### config.mk
export PLATFORM = sky130hd
export DESIGN_NAME = cid_eval
export DESIGN_NICKNAME = d
export VERILOG_FILES = /design/src/sv/cid_pkg.sv /design/src/sv/cid_eval.sv
export SDC_FILE = /design/constraint.sdc
export NUM_CORES = 1
export LEC_CHECK = 0
export BUFFER_PORTS_ARGS = -buffer_cell sky130_fd_sc_hd__buf_2
export CORE_MARGIN = 2
export CORE_UTILIZATION = 39
export CTS_CLUSTER_SIZE = 10
export DETAILED_ROUTE_END_ITERATION = 6
export GPL_TIMING_DRIVEN = 0
export MAX_ROUTING_LAYER = met4
export PLACE_DENSITY = 0.76
export SYNTH_ARGS = -nofsm -noshare
export SYNTH_HDL_FRONTEND = slang
export SYNTH_SLANG_ARGS = --single-unit
### constraint.sdc
create_clock -name clk -period 2.1 [get_ports clk]
set_clock_uncertainty 0.1 [all_clocks]
set_input_delay 0.42 -clock clk [delete_from_list [all_inputs] [get_ports clk]]
set_output_delay 0.42 -clock clk [all_outputs]
set_load 0.05 [all_outputs]
### src/sv/cid_pkg.sv
// ----------------------------------------------------------------------------
// cid_pkg
// Shared types and constants of the character image cross dilation unit.
// ----------------------------------------------------------------------------
package cid_pkg;

  localparam int PIX_W      = 8;
  localparam int FW_W       = 11;
  localparam int CFG_IDX_W  = 2;
  localparam int CFG_DATA_W = 11;

  typedef enum logic [CFG_IDX_W-1:0] {
    CFG_MODE    = 2'd0,
    CFG_TARGET  = 2'd1,
    CFG_REPLACE = 2'd2,
    CFG_WIDTH   = 2'd3
  } cfg_idx_t;

  localparam logic            RST_MODE    = 1'b0;
  localparam logic [PIX_W-1:0] RST_TARGET  = 8'd35;
  localparam logic [PIX_W-1:0] RST_REPLACE = 8'd46;
  localparam logic [FW_W-1:0]  RST_WIDTH   = 11'd1024;

  localparam logic MODE_GROW    = 1'b0;
  localparam logic MODE_REPLACE = 1'b1;

  localparam logic OP_PIXEL = 1'b0;
  localparam logic OP_FLUSH = 1'b1;

  // Number of image rows held in the line stores.
  localparam logic [1:0] ROWS_NONE = 2'd0;
  localparam logic [1:0] ROWS_MID  = 2'd1;
  localparam logic [1:0] ROWS_BOTH = 2'd2;

  typedef struct packed {
    logic             op;
    logic [PIX_W-1:0] pixel;
  } cid_in_t;

  typedef struct packed {
    logic [PIX_W-1:0] pixel_out;
    logic             end_of_frame;
  } cid_out_t;

  typedef struct packed {
    logic             op;
    logic [PIX_W-1:0] pixel;
    logic             last;
    logic [1:0]       rows;
    logic             left_ok;
    logic             right_ok;
  } cid_s1_t;

  typedef struct packed {
    logic [PIX_W-1:0] center;
    logic [PIX_W-1:0] right;
    logic [PIX_W-1:0] up;
  } cid_nbr_t;

  typedef struct packed {
    logic             we;
    logic [PIX_W-1:0] mid;
    logic [PIX_W-1:0] up;
  } cid_wr_t;

endpackage

### src/sv/cid_eval.sv
// ----------------------------------------------------------------------------
// cid_eval
// Grow or replace decision for one pixel, line store write-back and the
// output register.
// ----------------------------------------------------------------------------
module cid_eval import cid_pkg::*; (
  input  logic             clk,
  input  logic             rst_n,
  input  logic             s1_valid,
  input  cid_s1_t          s1_info,
  input  cid_nbr_t         nbr,
  input  logic             mode,
  input  logic [PIX_W-1:0] target_char,
  input  logic [PIX_W-1:0] replace_char,
  input  logic             out_ready,
  output logic             s1_go,
  output cid_wr_t          wr,
  output logic             out_valid,
  output cid_out_t         out_data
);

  logic [PIX_W-1:0] left_r;
  logic             out_valid_r;
  cid_out_t         out_data_r;
  logic             emit;
  logic             hit;
  logic             advance;
  logic [PIX_W-1:0] res;

  assign emit = (s1_info.rows != ROWS_NONE);

  assign hit = ((s1_info.rows == ROWS_BOTH) && (nbr.up == target_char))
            || ((s1_info.op == OP_PIXEL) && (s1_info.pixel == target_char))
            || (s1_info.left_ok && (left_r == target_char))
            || (s1_info.right_ok && (nbr.right == target_char));

  always_comb begin
    res = nbr.center;
    if (mode == MODE_REPLACE) begin
      if (nbr.center == target_char) begin
        res = replace_char;
      end
    end else if ((nbr.center != target_char) && hit) begin
      res = target_char;
    end
  end

  assign s1_go   = !emit || !out_valid_r || out_ready;
  assign advance = s1_valid && s1_go;
  assign wr      = '{we: advance, mid: s1_info.pixel, up: nbr.center};

  always_ff @(posedge clk) begin
    if (!rst_n) begin
      out_valid_r <= 1'b0;
    end else if (advance && emit) begin
      out_valid_r <= 1'b1;
    end else if (out_ready) begin
      out_valid_r <= 1'b0;
    end
  end

  // The left neighbour is the middle-row pixel of the previous column, taken
  // before this row overwrote it.
  always_ff @(posedge clk) begin
    if (advance) begin
      left_r <= nbr.center;
    end
    if (advance && emit) begin
      out_data_r <= '{pixel_out:    res,
                      end_of_frame: (s1_info.op == OP_FLUSH) && s1_info.last};
    end
  end

  assign out_valid = out_valid_r;
  assign out_data  = out_data_r;

endmodule

==> flow_summary.toml <==
[global_routing]
grt_max_degree = 11
use_met1_pct = 18.8
overflow = 0
grt_pass1_wl_um = 5280
busiest_layer = "met2"
use_met2_pct = 29.5
met3_usage_pct = 1.20
antenna_found_initial = 0
first_global_vias = 1229
track_usage_pct = 16.3

[floorplan]
rows = 22
core_area_sq_um = 3630
dieArea_sq_um = 4270
initial_utilization_pct = 40.4
die-height_um = 65.3
boundaryPins = 87
fp.dieW_um = 65.3

[run]
max_cap_viol_count = 0

[routing]
drc = 0
drt_pass1_iterations = 4
drt_iter0_markers = 53
viasPerCell = 4.67
wl_per_cell_um = 12.7
ant_nets = 0
vias = 1279
wl_um = 3470

[timing]
slew_viol_final = 0
tightestPinTransition_ns = 0.445
fin_setup_tns_ns = 0
finalSetupViolCount = 0
slew_headroom_pct = 70.3
hold_viol_final = 0
final.period_utilization_pct = 97.1
rsz0062_at_grt = "no"
finalWorstPathRequiredPeriod_ns = 2.04
hold_slack_ns = 0.261
max_freq_mhz = 491

[synthesis]
syn_avg_cell_area_sq_um = 10.3
synthesis.area_sq_um = 1470
synth_area_leaders = "edfxtp_1, xor2_1, buf_4"
synth_edf_count = 17
seq_area_frac_synth_pct = 36.2
async_flop_share_pct = 0
ys_ff_latch = 18
yosys_warnings = 0
ys.flop_type = "edfxtp_1"
synth_area_leader_cell = "edfxtp_1"
synth_nets = 201
synth.most_common_cell = "xor2_1"
synth_cell_types = 31
yosysTopAreaCellShare_pct = 34.8
synth_commonest_cells = "xor2_1, buf_4, edfxtp_1"
synth_cells = 142

[critical_path]
worstPathMaxFanout = 4
crit_required_ns = 2.01
crit_path_start_kind = "flop"
crit_arrival_ns = 1.95
path_class = "reg2reg"
crit_path_end_kind = "flop"
worstRegToRegCells = 6

[cts]
clock_latency_ns = 0.25
cts_root_buf = "clkbuf_8"
cts_sinks = 18
clockBufferDepth = 2
cts_max_level = 1
cts_tree = "done"
cts_buffers = 3
clkTransAtPathRegs_ns = 0.07

[power]
power_leakage_nw = 0.920
ir_worst_vdd_v = 0.000222
power_density_nw_per_um2 = 531
power_mw = 1.10

[cells_and_area]
final_nets = 286
layout.cells.non_filler = 274
fin_util_pct = 56.8
fill_cells = 340
syn_to_final_growth_pct = 40.8
diodes = 0
drive_above_1_share_pct = 55.3

[place]
io_buffers = 78
post-dp-hpwl_um = 2850
placed_cells = 268
routabilityCongestion = 0.830

[worst_hold_path]
min_path_type = "in2reg"
holdPathStages = 2

[status]
status = "complete, no violations"
per-layer routing:
layer	share of wire (%)	vias up
met5	0	-
met4	1.7	0
met3	4.6	6
met2	52	46
met1	42	581
li1	-	646
timing repair:
action,in CTS,in global routing
setup endpoints to repair,6,9
hold buffers,0,0
gates resized for setup,3,9
pin swaps,4,4
buffers inserted,2,0
sequential cells by signal (all words and copies together), names as in the netlist:
name	count
left_r	8
out_valid	1
out_data	9
cell type report:
cell class                      count  area [sq um]  share of cell area [%]
Timing Repair Buffer               80           409                    19.8
Tap cell                           48          60.1                    2.91
Inverter                            6          22.5                    1.09
Buffer                             26           216                    10.5
Multi-Input combinational cell     92           769                    37.3
Sequential cell                    18           532                    25.8
Clock buffer                        4          55.1                    2.67
worst paths after layout:
| kind | endpoint | slack, ns | startpoint |
|---|---|---|---|
| hold reg to reg | out_valid | 0.52 | out_valid |
| setup / recovery | out_data[2] | 0.06 | left_r[3] |
| setup reg to reg | out_data[2] | 0.06 | left_r[3] |
| hold / removal | out_valid | 0.26 | rst_n |
critical path: stages, from the launching register on:
cell,delay (ns)
edfxtp_1,0.39
xor2_1,0.15
nor4_1,0.32
nand4_1,0.19
and4_4,0.23
o21a_1,0.18
o31a_1,0.24
kinds of logic (layout without fill, tap and decap cells):
kind of cell | count (synthesis) | in the layout | share of synthesized area, %
simple gates | 30 | 30 | 12.5
flops | 18 | 18 | 36.2
compound gates | 22 | 22 | 10.7
xor+xnor | 40 | 40 | 26.2
buf+inv | 32 | 116 | 14.5
stage by stage:
step / setup slack [ns] / area [sq um]
detailed placement: -0.309 / 1950
global placement: -0.312 / 1950
finish: 0.0617 / 2060
floorplan: -0.0738 / 1500
CTS: 0.00955 / 2030
global route: 0.00426 / 2060
power breakdown:
part / switching (mW) / internal (mW)
combinational: 0.226 / 0.153
sequential: 0.00638 / 0.419
clock: 0.124 / 0.167
total: 0.356 / 0.739
layout by cell type, fill, tap and decap left out, types with 2 or more instances in the layout:
cell      netlist  final
o21ai_0         8      6
o21a_1          4      4
inv_1           6      6
buf_8           0      2
nand2_1         4      4
buf_4          17     18
xnor2_1        14     12
xnor2_2         2      4
buf_6           3      2
nor3b_1         3      2
a22oi_1         5      5
nor3_1          3      3
nand4_1         5      5
nand3_1         4      4
clkbuf_8        0      4
xor2_1         23     23
buf_2           5     81
nor4_1          3      3
edfxtp_1       17     17
o31a_1          2      2
No activity file was read; power rests on OpenSTA's default activity.
