## src/sv/cid_pkg.sv

```systemverilog
// ----------------------------------------------------------------------------
// cid_pkg
// Shared types and constants of the character image cross dilation unit.
// ----------------------------------------------------------------------------
package cid_pkg;

  localparam int PIX_W      = 8;
  localparam int FW_W       = 11;
  localparam int CFG_IDX_W  = 2;
  localparam int CFG_DATA_W = 11;

  typedef enum logic [CFG_IDX_W-1:0] {
    CFG_MODE    = 2'd0,
    CFG_TARGET  = 2'd1,
    CFG_REPLACE = 2'd2,
    CFG_WIDTH   = 2'd3
  } cfg_idx_t;

  localparam logic            RST_MODE    = 1'b0;
  localparam logic [PIX_W-1:0] RST_TARGET  = 8'd35;
  localparam logic [PIX_W-1:0] RST_REPLACE = 8'd46;
  localparam logic [FW_W-1:0]  RST_WIDTH   = 11'd1024;

  localparam logic MODE_GROW    = 1'b0;
  localparam logic MODE_REPLACE = 1'b1;

  localparam logic OP_PIXEL = 1'b0;
  localparam logic OP_FLUSH = 1'b1;

  // Number of image rows held in the line stores.
  localparam logic [1:0] ROWS_NONE = 2'd0;
  localparam logic [1:0] ROWS_MID  = 2'd1;
  localparam logic [1:0] ROWS_BOTH = 2'd2;

  typedef struct packed {
    logic             op;
    logic [PIX_W-1:0] pixel;
  } cid_in_t;

  typedef struct packed {
    logic [PIX_W-1:0] pixel_out;
    logic             end_of_frame;
  } cid_out_t;

  typedef struct packed {
    logic             op;
    logic [PIX_W-1:0] pixel;
    logic             last;
    logic [1:0]       rows;
    logic             left_ok;
    logic             right_ok;
  } cid_s1_t;

  typedef struct packed {
    logic [PIX_W-1:0] center;
    logic [PIX_W-1:0] right;
    logic [PIX_W-1:0] up;
  } cid_nbr_t;

  typedef struct packed {
    logic             we;
    logic [PIX_W-1:0] mid;
    logic [PIX_W-1:0] up;
  } cid_wr_t;

endpackage

```

## src/sv/cid_scan.sv

```systemverilog
// ----------------------------------------------------------------------------
// cid_scan
// Raster position tracking, line store read requests and the stage register
// that holds a transaction while its neighbours are read.
// ----------------------------------------------------------------------------
module cid_scan import cid_pkg::*; #(
  parameter int MAX_WIDTH = 1024
) (
  input  logic                          clk,
  input  logic                          rst_n,
  input  logic                          in_valid,
  output logic                          in_ready,
  input  cid_in_t                       in_data,
  input  logic [FW_W-1:0]               frame_width,
  input  logic                          s1_go,
  output logic                          rd_en,
  output logic [$clog2(MAX_WIDTH)-1:0]  rd_col,
  output logic [$clog2(MAX_WIDTH)-1:0]  rd_next,
  output logic                          s1_valid,
  output cid_s1_t                       s1_info,
  output logic [$clog2(MAX_WIDTH)-1:0]  s1_col
);

  localparam int CW = $clog2(MAX_WIDTH);
  localparam int LW = (FW_W > CW + 1) ? FW_W : CW + 1;

  logic [CW-1:0] col_r, col_nxt;
  logic [1:0]    rows_r, rows_nxt;
  logic          s1_valid_r;
  cid_s1_t       s1_info_r;
  logic [CW-1:0] s1_col_r;
  logic [LW-1:0] w_eff;
  logic          last;
  logic          accept;

  always_comb begin
    if (frame_width == '0) begin
      w_eff = LW'(1);
    end else if (LW'(frame_width) > LW'(MAX_WIDTH)) begin
      w_eff = LW'(MAX_WIDTH);
    end else begin
      w_eff = LW'(frame_width);
    end
  end

  // A column at or past the width in use also closes the row.
  assign last     = (LW'(col_r) + LW'(1)) >= w_eff;
  assign in_ready = !s1_valid_r || s1_go;
  assign accept   = in_valid && in_ready;

  always_comb begin
    col_nxt  = col_r;
    rows_nxt = rows_r;
    if (accept) begin
      if (last) begin
        col_nxt = '0;
        if (in_data.op == OP_FLUSH) begin
          rows_nxt = ROWS_NONE;
        end else if (rows_r != ROWS_BOTH) begin
          rows_nxt = rows_r + 2'd1;
        end
      end else begin
        col_nxt = col_r + CW'(1);
      end
    end
  end

  always_ff @(posedge clk) begin
    if (!rst_n) begin
      col_r      <= '0;
      rows_r     <= ROWS_NONE;
      s1_valid_r <= 1'b0;
    end else begin
      col_r  <= col_nxt;
      rows_r <= rows_nxt;
      if (accept) begin
        s1_valid_r <= 1'b1;
      end else if (s1_go) begin
        s1_valid_r <= 1'b0;
      end
    end
  end

  always_ff @(posedge clk) begin
    if (accept) begin
      s1_info_r <= '{op:       in_data.op,
                     pixel:    in_data.pixel,
                     last:     last,
                     rows:     rows_r,
                     left_ok:  (col_r != '0),
                     right_ok: !last};
      s1_col_r  <= col_r;
    end
  end

  assign rd_en    = accept;
  assign rd_col   = col_r;
  assign rd_next  = col_r + CW'(1);
  assign s1_valid = s1_valid_r;
  assign s1_info  = s1_info_r;
  assign s1_col   = s1_col_r;

endmodule

```

## config.mk

```make
export PLATFORM = sky130hd
export DESIGN_NAME = cid_scan
export DESIGN_NICKNAME = d
export VERILOG_FILES = /design/src/sv/cid_pkg.sv /design/src/sv/cid_scan.sv
export SDC_FILE = /design/constraint.sdc
export NUM_CORES = 1
export LEC_CHECK = 0
export BUFFER_PORTS_ARGS = -buffer_cell sky130_fd_sc_hd__clkbuf_2
export CAP_MARGIN = 20
export CORE_UTILIZATION = 30
export DETAILED_ROUTE_END_ITERATION = 10
export GPL_TIMING_DRIVEN = 1
export HOLD_SLACK_MARGIN = 0.06
export PLACE_DENSITY_LB_ADDON = 0.2
export SYNTH_ARGS = -nofsm -noshare
export SYNTH_HDL_FRONTEND = slang
export SYNTH_SLANG_ARGS = --single-unit
```

## constraint.sdc

```tcl
create_clock -name clk -period 2.88 [get_ports clk]
set_input_delay 0.144 -clock clk [delete_from_list [all_inputs] [get_ports clk]]
set_output_delay 0.144 -clock clk [all_outputs]
set_load 0.005 [all_outputs]
```

==> key figures, run 1 <==
Critical path
  – Worst R2R Path Depth: 11
  – Worst r2r src: rd_col[2]$_SDFFE_PN0P_
  – R2r endpoint: rows_r[0]$_SDFFE_PN0P_
  – CP arrival: between 2 and 3 ns
  – Flop2flop setup slack: 0.24 ns
  – Critical Path Start Type: register
  – CP Max Fanout: 11
  – Required @ worst endpoint: 3.09 ns
  – Crit. End Element: register
  – CP Class: reg -> reg

Worst hold path
  – HP Class: in -> reg
  – Hold path endpoint: s1_info[13]$_DFFE_PP_
  – Hold path cells: 1
  – Critical hold path startpoint: in_data[8]

Place
  – I/O Buffers: 70
  – Placer Congestion: around 0.82
  – Placed inst area: 0.00236 sq mm
  – HPWL after detailed placement: 3240 microns

Routing
  – Drt drc: 0
  – Via count: 1,532
  – Drt wl/cell: between 10 and 15 microns
  – DRT antenna net count: 0
  – First-pass DRT Iterations: 4
  – Initial detailed-routing violation count: 56
  – Post-DR vias/cell: 4.59
  – Routed WL: approximately 4200 microns

Die
  – Core Rows: 28
  – Core ar.: approximately 0.006 sq mm
  – DIE AREA: 0.00660 sq mm
  – Die Wd: about 80 microns
  – Initial core utilization: 31.4%
  – Ports: 71
  – DIE HEIGHT: 81.2 microns

STA
  – Fin. max-slew vios: 0
  – Slew HR: 55.4%
  – Measured slew at the worst slew-check pin: 0.668 ns
  – Fin. Hold Viols: 0
  – Final setup vio count: 0
  – Peak Freq: around 380 MHz
  – Period minus WS final: 2.64 ns
  – Fin crit share: 91.7%
  – Final Skew: 0.00773 ns

Logic synthesis
  – Synth Instances: 167
  – Sequential cell area fraction in the yosys report: 52.1%
  – Yosys warns: 0
  – Number of synthesized flops with an enable pin: 24
  – Mapped Area: between 0.0015 and 0.002 sq mm
  – Post-Syn Nets: 205
  – Syn_area_per_cell: 11.3 sq um
  – Seq cells post-synth: 37
  – Main synth FF type: edfxtp_1
  – Post-synth ARST share: 0%
  – Synth cell types: 42

Layout
  – Share of cells above drive strength 1: 39.0%
  – Most frequent cells in the layout: clkbuf_2 (70), nand2_1 (26), edfxtp_1 (24), ha_1 (14), dfxtp_1 (13)
  – Layout Nets: 296
  – Final Util: 42.2%
  – Most common cell after layout, fill and taps aside: clkbuf_2
  – Final instance area: 0.00253 sq mm
  – Area delta synth->final: 34.3%
  – Diode count: 0

Clock tree
  – Post-CTS Setup Repair Bufs: 0
  – # H-tree levels: 2
  – Reg clk slew, reported paths: 0.07 ns
  – CTS Sinks: 37
  – CTS tree: done
  – Cts bufs inserted: 5
  – Longest Clk Path Bufs: 2
  – Worst-skew pair later-pin latency: around 0.28 ns
  – Clock root cell: clkbuf_8

Pwr
  – Leak: about 1.1 nW
  – Total power: 0.00106 W
  – Pwr Density: 419 mW/mm^2
  – Worst vdd ir: 252 uV

Global route
  – GRT Total Usage: a little over an eighth
  – Largest net degree at the start of global routing: 35
  – Number of global-route vias before repair: roughly 1,500
  – First-pass GRT wire length: between 6000 and 7000 microns
  – Congestion Overflow GR: 0
  – Antenna violations before repair: 0

Flow run
  – Max_cap viols: 0

Run status
  – Status: finished clean
-- state kept, by name, summed over array words and instances, names as in the netlist --
| register | flops |
|---|---|
| rows_r | 2 |
| rd_col | 10 |
| s1_col | 10 |
| s1_valid | 1 |
| s1_info | 14 |
-- how the worst max path moves through the flow --
stage / endpoint / cells past startpoint / startpoint
global route: rows_r[0]$_SDFFE_PN0P_ / 12 / rd_col[0]$_SDFFE_PN0P_
detailed placement: rows_r[0]$_SDFFE_PN0P_ / 11 / rd_col[0]$_SDFFE_PN0P_
floorplan: rows_r[0]$_SDFFE_PN0P_ / 12 / rd_col[0]$_SDFFE_PN0P_
global placement: rows_r[0]$_SDFFE_PN0P_ / 10 / rd_col[2]$_SDFFE_PN0P_
CTS: rows_r[0]$_SDFFE_PN0P_ / 11 / rd_col[0]$_SDFFE_PN0P_
finish: rows_r[0]$_SDFFE_PN0P_ / 11 / rd_col[2]$_SDFFE_PN0P_
-- metal layers --
layer | GRT usage, % | vias up | wire (microns)
met5 | 0 | - | 0
met4 | 5.36 | 0 | 65
met3 | 3.37 | 5 | 263
met2 | 21.3 | 61 | 1750
met1 | 17.9 | 686 | 2080
li1 | - | 780 | -
-- critical path, stage by stage (launching register included) --
cell,delay [ns]
dfxtp_1,0.55
nand3_1,0.14
nor2_2,0.13
and3_1,0.18
xnor2_1,0.16
inv_1,0.11
ha_1,0.31
nand4_1,0.11
nor2_1,0.21
a21oi_4,0.16
a221oi_4,0.30
mux2i_1,0.21
-- through the flow --
| stage | std cells | worst slack [ns] | setup TNS, ns | hold slack (ns) |
|---|---|---|---|---|
| detailed placement | 318 | 0.194 | 0 | 0.329 |
| global route | 334 | -0.0124 | -0.0124 | 0.0914 |
| global placement | 318 | 0.249 | 0 | 0.321 |
| finish | 334 | 0.238 | 0 | 0.101 |
| CTS | 334 | 0.160 | 0 | 0.0924 |
| floorplan | 167 | 0.315 | 0 | 0.243 |
-- kinds of logic after synthesis --
group | share of synthesized area (%)
buffers and inverters | 4.58
multiplexers | 1.06
adder cells (fa/ha/maj) | 9.30
AND/OR/NAND/NOR | 19.0
AO/OA/AOI/OAI | 10.2
XOR/XNOR | 3.72
flip-flops | 52.1
-- cells in the mapped netlist (2+ instances only) --
cell	count	area share, %
xnor2_1	3	1.4
inv_1	9	1.8
a21boi_0	6	2.4
nand2b_1	2	0.66
nor2b_1	2	0.66
dfxtp_1	13	14
nand4_1	8	2.7
o211ai_1	2	0.80
o21ai_0	3	0.80
a21oi_1	6	1.6
and3_1	2	0.66
a21boi_1	2	0.80
ha_1	14	9.3
nand2_1	26	5.2
xor2_1	5	2.3
o21ai_1	2	0.53
nor4_1	2	0.66
mux2i_1	2	1.1
nor3_1	2	0.53
nand3_2	2	1.1
nor2_1	4	0.80
nand3_1	7	1.9
edfxtp_1	24	38
-- what timing repair did --
action	CTS	global route
endpoints found under the hold margin	8	0
gates resized for setup	0	2
endpoints found under the setup margin	0	8
hold buffers	8	0
-- final cells by class --
| cell class | count | area, sq um |
|---|---|---|
| repair buffers | 88 | 505 |
| clock inverters | 3 | 12.5 |
| well taps | 75 | 93.8 |
| flip-flops and latches | 37 | 981 |
| clock buffers | 5 | 68.8 |
| multi-input cells | 115 | 826 |
| inverters | 11 | 41.3 |
| fillers | 588 | 3460 |
-- power breakdown --
part,switching (W),total (W),internal (W)
clock,0.000167,0.000329,0.000163
combinational,0.0000730,0.000133,0.0000596
sequential,0.00000698,0.000597,0.000590
No activity file was read; power rests on OpenSTA's default activity.
==> run 2, diff against run 1 <==
==> constraint.sdc (replaced) <==
create_clock -name clk -period 2.2 [get_ports clk]
set_input_delay 0.11 -clock clk [delete_from_list [all_inputs] [get_ports clk]]
set_output_delay 0.11 -clock clk [all_outputs]
set_load 0.005 [all_outputs]
==> run 2 against run 1 <==
Compared with the run above:
- sequential share of layout area down 6.2 points
- worst hold slack better by 0.046 ns
- wire length up 18%
- fmax up 14%
- total power up 44%
- combinational power up 68%
- critical path type unchanged
- sequential power up 31%
- die area unchanged
- the flow now finishes with violations (setup timing)
- largest power group unchanged
==> key figures, run 2 (synthesized netlist as in run 1, its figures left out) <==
Run status
  – Status: complete, but fails checks
  – Failing checks: setup timing

Die
  – DIE AREA: 0.00660 sq mm
  – Core ar.: 0.00599 sq mm
  – Die Wd: 81.2 microns
  – Core Rows: 28
  – Ports: 71
  – DIE HEIGHT: just over 80 microns
  – Initial core utilization: 31.4%

Critical path
  – Critical Path Start Type: register
  – CP Class: reg -> reg
  – Crit. End Element: register
  – CP Max Fanout: 4
  – Required @ worst endpoint: 2.42 ns
  – CP arrival: 2.53 ns
  – Worst R2R Path Depth: 12

STA
  – Peak Freq: 433 MHz
  – Final setup vio count: 11
  – Fin crit share: 105%
  – Final Skew: between 0.004 and 0.005 ns
  – Min Hold Slack: 0.147 ns
  – TNS Setup: -0.348 ns
  – Period minus WS final: approximately 2.3 ns
  – RSZ-0062 raised after global routing: true
  – Measured slew at the worst slew-check pin: 0.335 ns
  – Setup slack after layout: -0.112 ns
  – Fin. max-slew vios: 0
  – Slew HR: 77.7%
  – Fin. Hold Viols: 0

Worst hold path
  – Hold path cells: 3
  – HP Class: in -> reg

Pwr
  – Clock Power Share: 34.1%
  – Comb power frac: 14.6%
  – Leak: 1.41 nW
  – Net Sw Power: approximately 0.00036 W
  – Pwr Density: 497 mW/mm^2
  – Int Power: 0.00116 W
  – Total power: 0.00152 W
  – Worst vdd ir: 264 uV
  – Switching part of the total power: 23.5%
  – Seq pwr share: 51.3%

Routing
  – Routed WL: ~4900 microns
  – Initial detailed-routing violation count: 22
  – DRT antenna net count: 0
  – Drt drc: 0
  – Post-DR vias/cell: 4.54
  – First-pass DRT Iterations: 4
  – Via count: 1,717
  – Drt wl/cell: 12.9 microns

Global route
  – Number of global-route vias before repair: 1,661
  – GRT Total Usage: 16.1%
  – Antenna violations before repair: 0
  – Congestion Overflow GR: 0
  – Largest net degree at the start of global routing: 18
  – First-pass GRT wire length: 7750 microns

Clock tree
  – CTS Sinks: 37
  – CTS tree: done
  – Worst-skew pair later-pin latency: 0.29 ns
  – Cts bufs inserted: 5
  – # H-tree levels: 2
  – Longest Clk Path Bufs: 2
  – Reg clk slew, reported paths: ~0.070 ns
  – Clock root cell: clkbuf_8

Place
  – Placed inst area: between 0.002 and 0.003 sq mm
  – Place WS: -0.188 ns
  – Placer Congestion: 0.780
  – I/O Buffers: 70
  – HPWL after detailed placement: approximately 3600 microns

Layout
  – Fillers: between 500 and 600
  – Diode count: 0
  – Most frequent cells in the layout: clkbuf_2 (70), buf_4 (47), nand2_1 (26), edfxtp_1 (24)
  – Share of cells above drive strength 1: 54.1%
  – Final instance area: about 0.0031 sq mm
  – Area delta synth->final: 62.6%
  – Most common cell after layout, fill and taps aside: clkbuf_2
  – Layout Nets: 340
  – Max FFs per register: 14

Flow run
  – Max_cap viols: 0
[run 2: layer usage]
metal | global-route usage [%] | part of all wire (%)
met1 | 18.9 | 45
met2 | 27.5 | 48
met3 | 3.82 | 5.7
met4 | 7.50 | 1.8
met5 | 0 | 0
[run 2: stage by stage]
| stage | cells | utilization (%) |
|---|---|---|
| 2_1_floorplan | 167 | - |
| 3_3_place_gp | 348 | 43.9 |
| 3_5_place_dp | 348 | 43.9 |
| 4_1_cts | 377 | 50.1 |
| 5_1_grt | 378 | 51.1 |
| 6_report | 378 | 51.1 |
[run 2: layout make-up]
type | instances | area [sq um] | share of cell area, %
flip-flops and latches | 37 | 997 | 32.6
multi-input cells | 116 | 962 | 31.4
repair buffers | 131 | 866 | 28.3
clock buffers | 7 | 96.3 | 3.15
well taps | 75 | 93.8 | 3.06
inverters | 11 | 41.3 | 1.35
clock inverters | 1 | 5.00 | 0.163
[run 2: worst paths after layout]
kind	slack, ns	start	endpoint
min	0.15	s1_go	s1_valid$_SDFFE_PN0P_
min reg2reg	0.48	rows_r[0]$_SDFFE_PN0P_	s1_info[2]$_DFFE_PP_
max	-0.11	rd_col[1]$_SDFFE_PN0P_	rows_r[0]$_SDFFE_PN0P_
max reg2reg	-0.11	rd_col[1]$_SDFFE_PN0P_	rows_r[0]$_SDFFE_PN0P_
[run 2: power by group through the flow]
stage	logic (W)	clock network (W)	registers (W)
after global placement	0.000194	0	0.000798
after detailed placement	0.000196	0	0.000799
after CTS	0.000225	0.000531	0.000781
after floorplan	0.0000798	0	0.000804
after global routing	0.000249	0.000559	0.000783
final	0.000223	0.000518	0.000780
[run 2: worst max-delay path: stages (launching register included)]
cell and delay, ns:
dfxtp_4 0.37, ha_4 0.15, nand3_4 0.07, nor2_4 0.12, nand3_2 0.10, xor2_2 0.16, inv_2 0.08, ha_4 0.27
nand4_1 0.16, nor2_4 0.15, a21oi_4 0.09, a221oi_4 0.28, mux2i_1 0.22
[run 2: what timing repair did]
item | 4_1_cts | 5_1_grt
endpoints found under the hold margin | 10 | 0
buffers inserted | 10 | 1
hold buffers | 10 | 0
gates resized for setup | 13 | 8
endpoints found under the setup margin | 14 | 14
cloned | 1 | 0
pin swaps | 7 | 6
